[src/design/pskt_pkg.sv]
package pskt_pkg;

    localparam int CAPACITY = 16;
    localparam int IDX_W    = $clog2(CAPACITY);
    localparam int CNT_W    = $clog2(CAPACITY + 1);

    localparam logic [1:0] CMD_ADD    = 2'd0;
    localparam logic [1:0] CMD_DELETE = 2'd1;
    localparam logic [1:0] CMD_LOOKUP = 2'd2;
    localparam logic [1:0] CMD_LIST   = 2'd3;

    localparam logic [2:0] ST_OK       = 3'd0;
    localparam logic [2:0] ST_EXISTS   = 3'd1;
    localparam logic [2:0] ST_NOPARENT = 3'd2;
    localparam logic [2:0] ST_FULL     = 3'd3;
    localparam logic [2:0] ST_NOTFOUND = 3'd4;

    typedef struct packed {
        logic [1:0]  cmd;
        logic [31:0] key;
        logic [31:0] pkey;
        logic [31:0] data;
    } req_t;

    typedef struct packed {
        logic [2:0]  status;
        logic [31:0] out_key;
        logic [31:0] out_parent;
        logic [31:0] out_data;
        logic        last;
    } rsp_t;

    typedef struct packed {
        logic [31:0] key;
        logic [31:0] parent;
        logic [31:0] data;
    } entry_t;

endpackage

[src/design/pskt_if.sv]
interface pskt_req_if;
    import pskt_pkg::*;
    logic valid;
    logic ready;
    req_t payload;
    modport source (output valid, output payload, input ready);
    modport sink (input valid, input payload, output ready);
endinterface

interface pskt_rsp_if;
    import pskt_pkg::*;
    logic valid;
    logic ready;
    rsp_t payload;
    modport source (output valid, output payload, input ready);
    modport sink (input valid, input payload, output ready);
endinterface

[src/design/parent_sorted_key_table.sv]
// One item at a time: the next input transfer is taken the cycle after the final result
// transfer. Every pass over the table handles one entry a cycle, except that a list pass
// waits while an earlier match is held for its transfer.
// Reset: asynchronous, active low; clears the entry count, the root key register and
// the sequencer. Entry storage is not cleared; only entries below the count are read.
module parent_sorted_key_table (
    input  logic                clk,
    input  logic                rst_n,
    pskt_req_if.sink            req,
    pskt_rsp_if.source          rsp,
    input  logic                cfg_we,
    input  logic [31:0]         cfg_wdata
);
    import pskt_pkg::*;

    // Sequencer states.
    localparam logic [3:0] S_IDLE   = 4'd0;
    localparam logic [3:0] S_FINDK  = 4'd1;  // scan for the request key
    localparam logic [3:0] S_FINDP  = 4'd2;  // scan for the parent key (add)
    localparam logic [3:0] S_FINDPOS= 4'd3;  // scan for the insert position
    localparam logic [3:0] S_SHIFTU = 4'd4;  // shift entries up by one
    localparam logic [3:0] S_SHIFTD = 4'd5;  // shift entries down by one
    localparam logic [3:0] S_GATHER = 4'd6;  // reorder entries into scratch
    localparam logic [3:0] S_COPY   = 4'd7;  // copy scratch back
    localparam logic [3:0] S_LIST   = 4'd8;  // scan and collect matches
    localparam logic [3:0] S_OUT    = 4'd9;  // final result waits for transfer
    localparam logic [3:0] S_LWAIT  = 4'd10; // earlier list match waits for transfer

    // Main table and scratch table; both written and read in clocked blocks.
    entry_t mem [CAPACITY];
    entry_t tmp [CAPACITY];
    entry_t rd_reg;          // registered read of mem
    entry_t trd_reg;         // registered read of tmp

    logic [3:0]       state_reg, state_next;
    logic [31:0]      base_reg;
    logic [CNT_W-1:0] count_reg, count_next;
    req_t             req_reg;
    rsp_t             rsp_reg, rsp_next;

    // Scan pointer: the address presented last cycle, whose data is in rd_reg.
    logic [CNT_W-1:0] ptr_reg, ptr_next;
    logic             rdv_reg, rdv_next;      // rd_reg holds entry ptr_reg
    logic [CNT_W-1:0] pos_reg, pos_next;      // found position
    logic             found_reg, found_next;
    logic [1:0]       pass_reg, pass_next;    // gather pass
    logic [CNT_W-1:0] n_reg, n_next;          // gather fill
    logic             any_reg, any_next;      // list holds a pending match

    // Memory control.
    logic             we;
    logic [IDX_W-1:0] waddr, raddr;
    entry_t           wdata;
    logic             twe;
    logic [IDX_W-1:0] twaddr, traddr;
    entry_t           twdata;

    always_ff @(posedge clk)
    begin
        if (we)
        begin
            mem[waddr] <= wdata;
        end
        rd_reg <= mem[raddr];
        if (twe)
        begin
            tmp[twaddr] <= twdata;
        end
        trd_reg <= tmp[traddr];
    end

    always_ff @(posedge clk or negedge rst_n)
    begin
        if (!rst_n)
        begin
            state_reg <= S_IDLE;
            base_reg  <= '0;
            count_reg <= '0;
            ptr_reg   <= '0;
            rdv_reg   <= 1'b0;
            pos_reg   <= '0;
            found_reg <= 1'b0;
            pass_reg  <= '0;
            n_reg     <= '0;
            any_reg   <= 1'b0;
        end
        else
        begin
            state_reg <= state_next;
            count_reg <= count_next;
            ptr_reg   <= ptr_next;
            rdv_reg   <= rdv_next;
            pos_reg   <= pos_next;
            found_reg <= found_next;
            pass_reg  <= pass_next;
            n_reg     <= n_next;
            any_reg   <= any_next;
            if (cfg_we)
            begin
                base_reg <= cfg_wdata;
            end
        end
    end

    always_ff @(posedge clk)
    begin
        if (req.valid && req.ready)
        begin
            req_reg <= req.payload;
        end
        rsp_reg <= rsp_next;
    end

    assign req.ready   = (state_reg == S_IDLE);
    assign rsp.valid   = (state_reg == S_OUT) || (state_reg == S_LWAIT);
    assign rsp.payload = rsp_reg;

    // Key compare shared by both key scans: the entry just read against a chosen key.
    logic [31:0] cmp_key;
    logic        cmp_eq;
    logic [1:0]  cls;
    assign cmp_eq = (rd_reg.key == cmp_key);
    assign cls = (rd_reg.parent == 32'd0) ? 2'd0 :
                 ((rd_reg.parent == req_reg.key) ? 2'd1 : 2'd2);

    logic [IDX_W-1:0] ptr_idx;
    assign ptr_idx = ptr_reg[IDX_W-1:0];

    always_comb
    begin
        state_next = state_reg;
        count_next = count_reg;
        ptr_next   = ptr_reg;
        rdv_next   = 1'b0;
        pos_next   = pos_reg;
        found_next = found_reg;
        pass_next  = pass_reg;
        n_next     = n_reg;
        any_next   = any_reg;
        rsp_next   = rsp_reg;
        we = 1'b0; waddr = ptr_idx; wdata = rd_reg; raddr = '0;
        twe = 1'b0; twaddr = n_reg[IDX_W-1:0]; twdata = rd_reg; traddr = '0;
        cmp_key = req_reg.key;

        case (state_reg)
            S_IDLE:
            begin
                if (req.valid)
                begin
                    ptr_next   = '0;
                    found_next = 1'b0;
                    any_next   = 1'b0;
                    raddr      = '0;
                    rdv_next   = 1'b1;
                    state_next = (req.payload.cmd == CMD_LIST) ? S_LIST : S_FINDK;
                end
            end

            S_FINDK, S_FINDP:
            begin
                if (state_reg == S_FINDP)
                begin
                    cmp_key = req_reg.pkey;
                end
                if (ptr_reg < count_reg && rdv_reg && cmp_eq)
                begin
                    found_next = 1'b1;
                    pos_next   = ptr_reg;
                end
                if (ptr_reg < count_reg && !(rdv_reg && cmp_eq))
                begin
                    ptr_next = ptr_reg + 1'b1;
                    raddr    = ptr_next[IDX_W-1:0];
                    rdv_next = 1'b1;
                end
                else
                begin
                    // Scan done; found_next says whether the key exists.
                    rsp_next.out_key    = req_reg.key;
                    rsp_next.out_parent = 32'd0;
                    rsp_next.out_data   = 32'd0;
                    rsp_next.last       = 1'b1;
                    ptr_next = '0;
                    raddr    = '0;
                    rdv_next = 1'b1;
                    if (state_reg == S_FINDP)
                    begin
                        rsp_next.out_parent = req_reg.pkey;
                        if (!found_next)
                        begin
                            rsp_next.status = ST_NOPARENT;
                            state_next = S_OUT;
                        end
                        else if (count_reg >= CNT_W'(CAPACITY))
                        begin
                            rsp_next.status = ST_FULL;
                            state_next = S_OUT;
                        end
                        else
                        begin
                            state_next = S_FINDPOS;
                        end
                    end
                    else
                    begin
                        case (req_reg.cmd)
                            CMD_ADD:
                            begin
                                rsp_next.out_parent = req_reg.pkey;
                                if (found_next)
                                begin
                                    rsp_next.status = ST_EXISTS;
                                    state_next = S_OUT;
                                end
                                else if (req_reg.pkey == 32'd0 ||
                                         req_reg.pkey == base_reg)
                                begin
                                    if (count_reg >= CNT_W'(CAPACITY))
                                    begin
                                        rsp_next.status = ST_FULL;
                                        state_next = S_OUT;
                                    end
                                    else
                                    begin
                                        state_next = S_FINDPOS;
                                    end
                                end
                                else
                                begin
                                    found_next = 1'b0;
                                    state_next = S_FINDP;
                                end
                            end
                            CMD_LOOKUP:
                            begin
                                if (found_next)
                                begin
                                    rsp_next.status     = ST_OK;
                                    rsp_next.out_parent = rd_reg.parent;
                                    rsp_next.out_data   = rd_reg.data;
                                end
                                else
                                begin
                                    rsp_next.status = ST_NOTFOUND;
                                end
                                state_next = S_OUT;
                            end
                            default:
                            begin
                                // Delete.
                                rsp_next.status = ST_OK;
                                if (!found_next && req_reg.key != base_reg)
                                begin
                                    rsp_next.status = ST_NOTFOUND;
                                    state_next = S_OUT;
                                end
                                else if (found_next)
                                begin
                                    ptr_next = pos_next;
                                    raddr    = pos_next[IDX_W-1:0] + 1'b1;
                                    state_next = S_SHIFTD;
                                end
                                else if (req_reg.key == 32'd0)
                                begin
                                    state_next = S_OUT;
                                end
                                else
                                begin
                                    pass_next  = '0;
                                    n_next     = '0;
                                    state_next = S_GATHER;
                                end
                            end
                        endcase
                    end
                end
            end

            S_FINDPOS:
            begin
                // First entry whose parent exceeds the new parent key.
                if (ptr_reg < count_reg && rd_reg.parent <= req_reg.pkey)
                begin
                    ptr_next = ptr_reg + 1'b1;
                    raddr    = ptr_next[IDX_W-1:0];
                    rdv_next = 1'b1;
                end
                else
                begin
                    pos_next = ptr_reg;
                    ptr_next = count_reg;
                    raddr    = count_reg[IDX_W-1:0] - 1'b1;
                    state_next = S_SHIFTU;
                end
            end

            S_SHIFTU:
            begin
                // rd_reg holds entry ptr_reg-1; write it to ptr_reg.
                if (ptr_reg > pos_reg)
                begin
                    we       = 1'b1;
                    ptr_next = ptr_reg - 1'b1;
                    raddr    = ptr_next[IDX_W-1:0] - 1'b1;
                end
                else
                begin
                    we = 1'b1;
                    wdata.key    = req_reg.key;
                    wdata.parent = req_reg.pkey;
                    wdata.data   = req_reg.data;
                    count_next   = count_reg + 1'b1;
                    rsp_next.status = ST_OK;
                    state_next = S_OUT;
                end
            end

            S_SHIFTD:
            begin
                // rd_reg holds entry ptr_reg+1; write it to ptr_reg.
                if (ptr_reg + 1'b1 < count_reg)
                begin
                    we       = 1'b1;
                    ptr_next = ptr_reg + 1'b1;
                    raddr    = ptr_next[IDX_W-1:0] + 1'b1;
                end
                else
                begin
                    count_next = count_reg - 1'b1;
                    if (req_reg.key == 32'd0)
                    begin
                        state_next = S_OUT;
                    end
                    else
                    begin
                        ptr_next  = '0;
                        raddr     = '0;
                        rdv_next  = 1'b1;
                        pass_next = '0;
                        n_next    = '0;
                        state_next = S_GATHER;
                    end
                end
            end

            S_GATHER:
            begin
                // Three passes: zero parents, children of the key, the rest.
                if (ptr_reg < count_reg)
                begin
                    if (cls == pass_reg)
                    begin
                        twe = 1'b1;
                        if (cls == 2'd1)
                        begin
                            twdata.parent = 32'd0;
                        end
                        n_next = n_reg + 1'b1;
                    end
                    ptr_next = ptr_reg + 1'b1;
                    raddr    = ptr_next[IDX_W-1:0];
                end
                else if (pass_reg != 2'd2)
                begin
                    pass_next = pass_reg + 1'b1;
                    ptr_next  = '0;
                    raddr     = '0;
                end
                else
                begin
                    ptr_next = '0;
                    traddr   = '0;
                    state_next = S_COPY;
                end
            end

            S_COPY:
            begin
                if (ptr_reg < n_reg)
                begin
                    we       = 1'b1;
                    wdata    = trd_reg;
                    ptr_next = ptr_reg + 1'b1;
                    traddr   = ptr_next[IDX_W-1:0];
                end
                else
                begin
                    state_next = S_OUT;
                end
            end

            S_LIST:
            begin
                // A match is held in rsp_reg until the scan reaches the next
                // match or the end, so that last is known before it is shown.
                if (ptr_reg < count_reg)
                begin
                    if (rd_reg.parent == req_reg.pkey && any_reg)
                    begin
                        // Show the pending match; this entry is examined again
                        // once that transfer is done.
                        raddr      = ptr_idx;
                        state_next = S_LWAIT;
                    end
                    else
                    begin
                        if (rd_reg.parent == req_reg.pkey)
                        begin
                            any_next = 1'b1;
                            rsp_next.status     = ST_OK;
                            rsp_next.out_key    = rd_reg.key;
                            rsp_next.out_parent = rd_reg.parent;
                            rsp_next.out_data   = rd_reg.data;
                            rsp_next.last       = 1'b0;
                        end
                        ptr_next = ptr_reg + 1'b1;
                        raddr    = ptr_next[IDX_W-1:0];
                    end
                end
                else
                begin
                    if (!any_reg)
                    begin
                        rsp_next.status     = ST_NOTFOUND;
                        rsp_next.out_key    = req_reg.key;
                        rsp_next.out_parent = req_reg.pkey;
                        rsp_next.out_data   = 32'd0;
                    end
                    rsp_next.last = 1'b1;
                    state_next = S_OUT;
                end
            end

            S_LWAIT:
            begin
                // Keep the current entry in rd_reg while the result waits.
                raddr = ptr_idx;
                if (rsp.ready)
                begin
                    any_next   = 1'b0;
                    state_next = S_LIST;
                end
            end

            S_OUT:
            begin
                if (rsp.ready)
                begin
                    state_next = S_IDLE;
                end
            end

            default:
            begin
                state_next = S_IDLE;
            end
        endcase
    end

endmodule

[src/flat_wrapper.sv]
// flat-port wrapper written by rule: the top's interface ports become plain ports
module parent_sorted_key_table_flat import pskt_pkg::*;
  (clk, rst_n, cfg_we, cfg_wdata, req_valid, req_payload, req_ready, rsp_valid, rsp_payload, rsp_ready);
  pskt_req_if req_i ();
  pskt_rsp_if rsp_i ();
  input  logic clk;
  input  logic rst_n;
  input  logic cfg_we;
  input  logic [31:0] cfg_wdata;
  input wire logic [$bits(req_i.valid)-1:0] req_valid;
  input wire logic [$bits(req_i.payload)-1:0] req_payload;
  output wire logic [$bits(req_i.ready)-1:0] req_ready;
  output wire logic [$bits(rsp_i.valid)-1:0] rsp_valid;
  output wire logic [$bits(rsp_i.payload)-1:0] rsp_payload;
  input wire logic [$bits(rsp_i.ready)-1:0] rsp_ready;
  assign req_i.valid = req_valid;
  assign req_i.payload = req_payload;
  assign req_ready = req_i.ready;
  assign rsp_valid = rsp_i.valid;
  assign rsp_payload = rsp_i.payload;
  assign rsp_i.ready = rsp_ready;
  parent_sorted_key_table u_core (.clk(clk), .rst_n(rst_n), .req(req_i), .rsp(rsp_i), .cfg_we(cfg_we), .cfg_wdata(cfg_wdata));
endmodule
[config.mk]
export PLATFORM = sky130hd
export DESIGN_NAME = parent_sorted_key_table_flat
export DESIGN_NICKNAME = d
export VERILOG_FILES = /design/src/design/pskt_pkg.sv /design/src/design/pskt_if.sv /design/src/design/parent_sorted_key_table.sv /design/src/flat_wrapper.sv
export SDC_FILE = /design/constraint.sdc
export NUM_CORES = 2
export LEC_CHECK = 0
export BUFFER_PORTS_ARGS = -buffer_cell sky130_fd_sc_hd__buf_4
export CAP_MARGIN = 15
export CORE_UTILIZATION = 35
export DETAILED_ROUTE_END_ITERATION = 10
export GPL_ROUTABILITY_DRIVEN = 0
export SLEW_MARGIN = 20
export SYNTH_ARGS = -nofsm -noshare
export SYNTH_HDL_FRONTEND = slang
export SYNTH_SLANG_ARGS = --single-unit
[constraint.sdc]
create_clock -name clk -period 14.55 [get_ports clk]
set_input_delay 0.7275 -clock clk [delete_from_list [all_inputs] [get_ports clk]]
set_output_delay 0.7275 -clock clk [all_outputs]
set_load 0.01 [all_outputs]
==> results.cfg <==
[status]
status = complete, but fails checks
failed_checks = design-rule violations

[sta]
fin_ws_ns = 6.119
fin_skew_ns = 0.05856
period_needed_ns = 8.431
holdWs_ns = 0.06569
setup_violations = 0
slew_headroom = 0.1734
grt_setup_unrepaired = false
drv_slew = 0
worst_pin_slew_ns = 1.238
hold_violations = 0
fin_crit_sh = 0.5795
max_freq_ghz = 0.1186
finalSetupTns_ns = 0

[logic_synthesis]
synth_top_area_frac = 0.7138
ys_types = 79
synth_warnings = 0
synth_top_family_by_area = multiplexers
muxShareOfSynthArea = 0.1095
synth_compound_area_frac = 0.07146
yosys.area.top_type = edfxtp_1
syn_nets = 8043
synthSimpleGateAreaFrac = 0.03157
synth-edff-count = 3270
avgSynthCellArea_um2 = 17.54
synthTopCellsByArea = edfxtp_1 71%, mux2i_1 5.7%, mux4_2 4.7%
synth_area_um2 = 137600
ys_ff_latch = 3523
synth-main-ff-cell = edfxtp_1
synthCells = 7841
synthAdderAreaFrac = 0.006148
ys_async_sr_fraction = 0.01731
seq_area_frac_synth = 0.7528
synth-xor-area-share = 0.008913

[global_route]
grt_pass1_wl_um = 608800
grt_pass1_vias = 77873
grt_overflow = 0
antenna_found_initial = 44
grt_max_degree = 191
track_usage = 0.2160

[layout]
layout_common_cells = 3270 x edfxtp_1, 782 x mux2i_1, 466 x buf_4
final_common_cell = edfxtp_1
syn2layout_area_growth_pct = 15.67
nets = 8463
stdcell_area_um2 = 159100
final_layout_size_suffix_gt1_frac = 0.1703

[clocking]
clock_sinks = 3523
numCtsBuffers = 360
cts_tree = done
clock_latency_ns = 0.97
cts.clk_slew.worst_paths_ns = 0.07
cts_buffer_depth = 4
cts_resized = 0
root_buffer = clkbuf_16
htreeDepth = 5

[die]
rows = 229
initial_core_util = 0.3525
core_um2 = 390200
die_h_um = 628.9
ioPinCount = 237
die_x_um = 628.9
dieArea_um2 = 395600

[power_and_ir_drop]
cellLeakagePower_nw = 45.09
finalPower_w = 0.02017
p_per_area_nw_per_um2 = 126.8
peakVddDrop_mv = 0.1090

[min_path]
worstHoldEndpoint = u_core.req_reg[53]
holdCritStartpoint = req_payload[53]
hold_class = input pin to register
worst_hold_path.num_cells = 1

[drt]
top_layer = met5
met2WireLength_um = 202900
wirelength_met1_um = 166200
dr_wl_met3_um = 41800
drt-initial-drc-count = 11743
vias_per_cell = 5.801
wire_per_inst_um = 32.06
vias = 79939
ant_nets = 0
remaining_drc_errors = 3
routed_wl_um = 441800
dr.pass1.iters = 11

[critical_path]
cp-start-kind = register
slowest_stage = dfrtp_1
r2r_cells = 19
critPathCaptureType = register
path_class = register to register
cpLargestDelayFamily = simple AND/OR/NAND/NOR gates
crit_chain = or4b_1, buf_4, mux2i_1, a2111o_1, a2111o_1, or4_1, or2_1, o21ai_0, ha_1, xnor2_1, nor4_1, a2111oi_0, o41a_1, o311a_1, or3_4, buf_4, buf_4, o22ai_1, or4_1
r2r_start = u_core.state_reg[1]
crit_fanout = 42
r2r-end = u_core.rd_reg[22]
worstPathArrival_ns = 9.24
crit_path_frequent_cell = buf_4
crit_buf_inv = 3
critPathMaxStageDelay_ns = 0.79
timing.reg2reg.setup_slack_ns = 6.12
crit_required_ns = 15.36

[placed_design]
post-dp-hpwl_um = 250300
port_buffers = 236
postPlaceCellArea_um2 = 146500
pre_cts_ws_ns = 6.365

[run]
drv_cap = 0
## through the flow
step           utilization  instances
2_1_floorplan            -       7841
3_3_place_gp        0.3750      12995
3_5_place_dp        0.3755      13002
4_1_cts             0.4074      13750
5_1_grt             0.4077      13766
6_report            0.4077      13780
## cells by family (layout without fill, tap and decap cells)
kind of cell	count (synthesis)	after routing
buf+inv	703	1418
compound gates	1412	1412
other cells	0	27
xor+xnor	140	140
fa+ha+maj	67	67
flops	3523	3523
simple gates	860	860
mux	1136	1136
## worst reg2reg max path, delay by kind of cell (launching register included)
| kind | cells | cell delay, ns |
|---|---|---|
| AO/OA/AOI/OAI | 7 | 2.56 |
| XOR/XNOR | 1 | 0.14 |
| adder cells (fa/ha/maj) | 1 | 0.28 |
| buffers and inverters | 3 | 1.76 |
| flip-flops | 1 | 0.79 |
| multiplexers | 1 | 0.25 |
| AND/OR/NAND/NOR | 6 | 2.55 |
## cell usage after synthesis (all sizes together), types with 96 or more instances
cell type / n
mux4: 288
dfxtp: 192
mux2i: 782
inv: 171
nand2: 376
a221oi: 196
o22ai: 296
clkbuf: 418
buf: 113
a311o: 96
edfxtp: 3270
a222oi: 101
a211oi: 97
a21oi: 440
or4: 97
## cell type report
type	instances	area, um^2
flip-flops and latches	3523	103600
multi-input cells	3615	31770
clock buffers	505	10000
fillers	34662	231100
well taps	5197	6502
inverters	172	653.1
diodes	27	67.56
clock inverters	152	1567
repair buffers	589	4992
## worst max-delay path by stage
| stage | from | end | slack [ns] | cells past startpoint |
|---|---|---|---|---|
| 2_1_floorplan | u_core.ptr_reg[1] | u_core.mem[3][0] | 4.30 | 12 |
| 3_3_place_gp | u_core.state_reg[1] | u_core.rd_reg[11] | 6.30 | 20 |
| 3_5_place_dp | u_core.state_reg[1] | u_core.rd_reg[22] | 6.37 | 19 |
| 4_1_cts | u_core.state_reg[1] | u_core.rd_reg[22] | 6.39 | 19 |
| 5_1_grt | u_core.state_reg[1] | u_core.rd_reg[44] | 6.00 | 19 |
| 6_report | u_core.state_reg[1] | u_core.rd_reg[22] | 6.12 | 19 |
## power by group
part	internal (W)	total (W)	switching, W
registers	0.0109	0.0109	0.0000283
clock network	0.00518	0.00910	0.00392
logic	0.0000608	0.000133	0.0000718
## timing repair
item / CTS / global route
hold endpoints to repair: 112 / 0
hold buffers: 91 / 0
buffers inserted: 0 / 0
## metal layers
layer  vias to the layer above  GRT usage
met5                         -          0
met4                        16     0.1331
met3                      1124    0.04464
met2                      4697     0.3383
met1                     41487     0.2757
li1                      32615          -
Power figures use the tool's default switching activity.
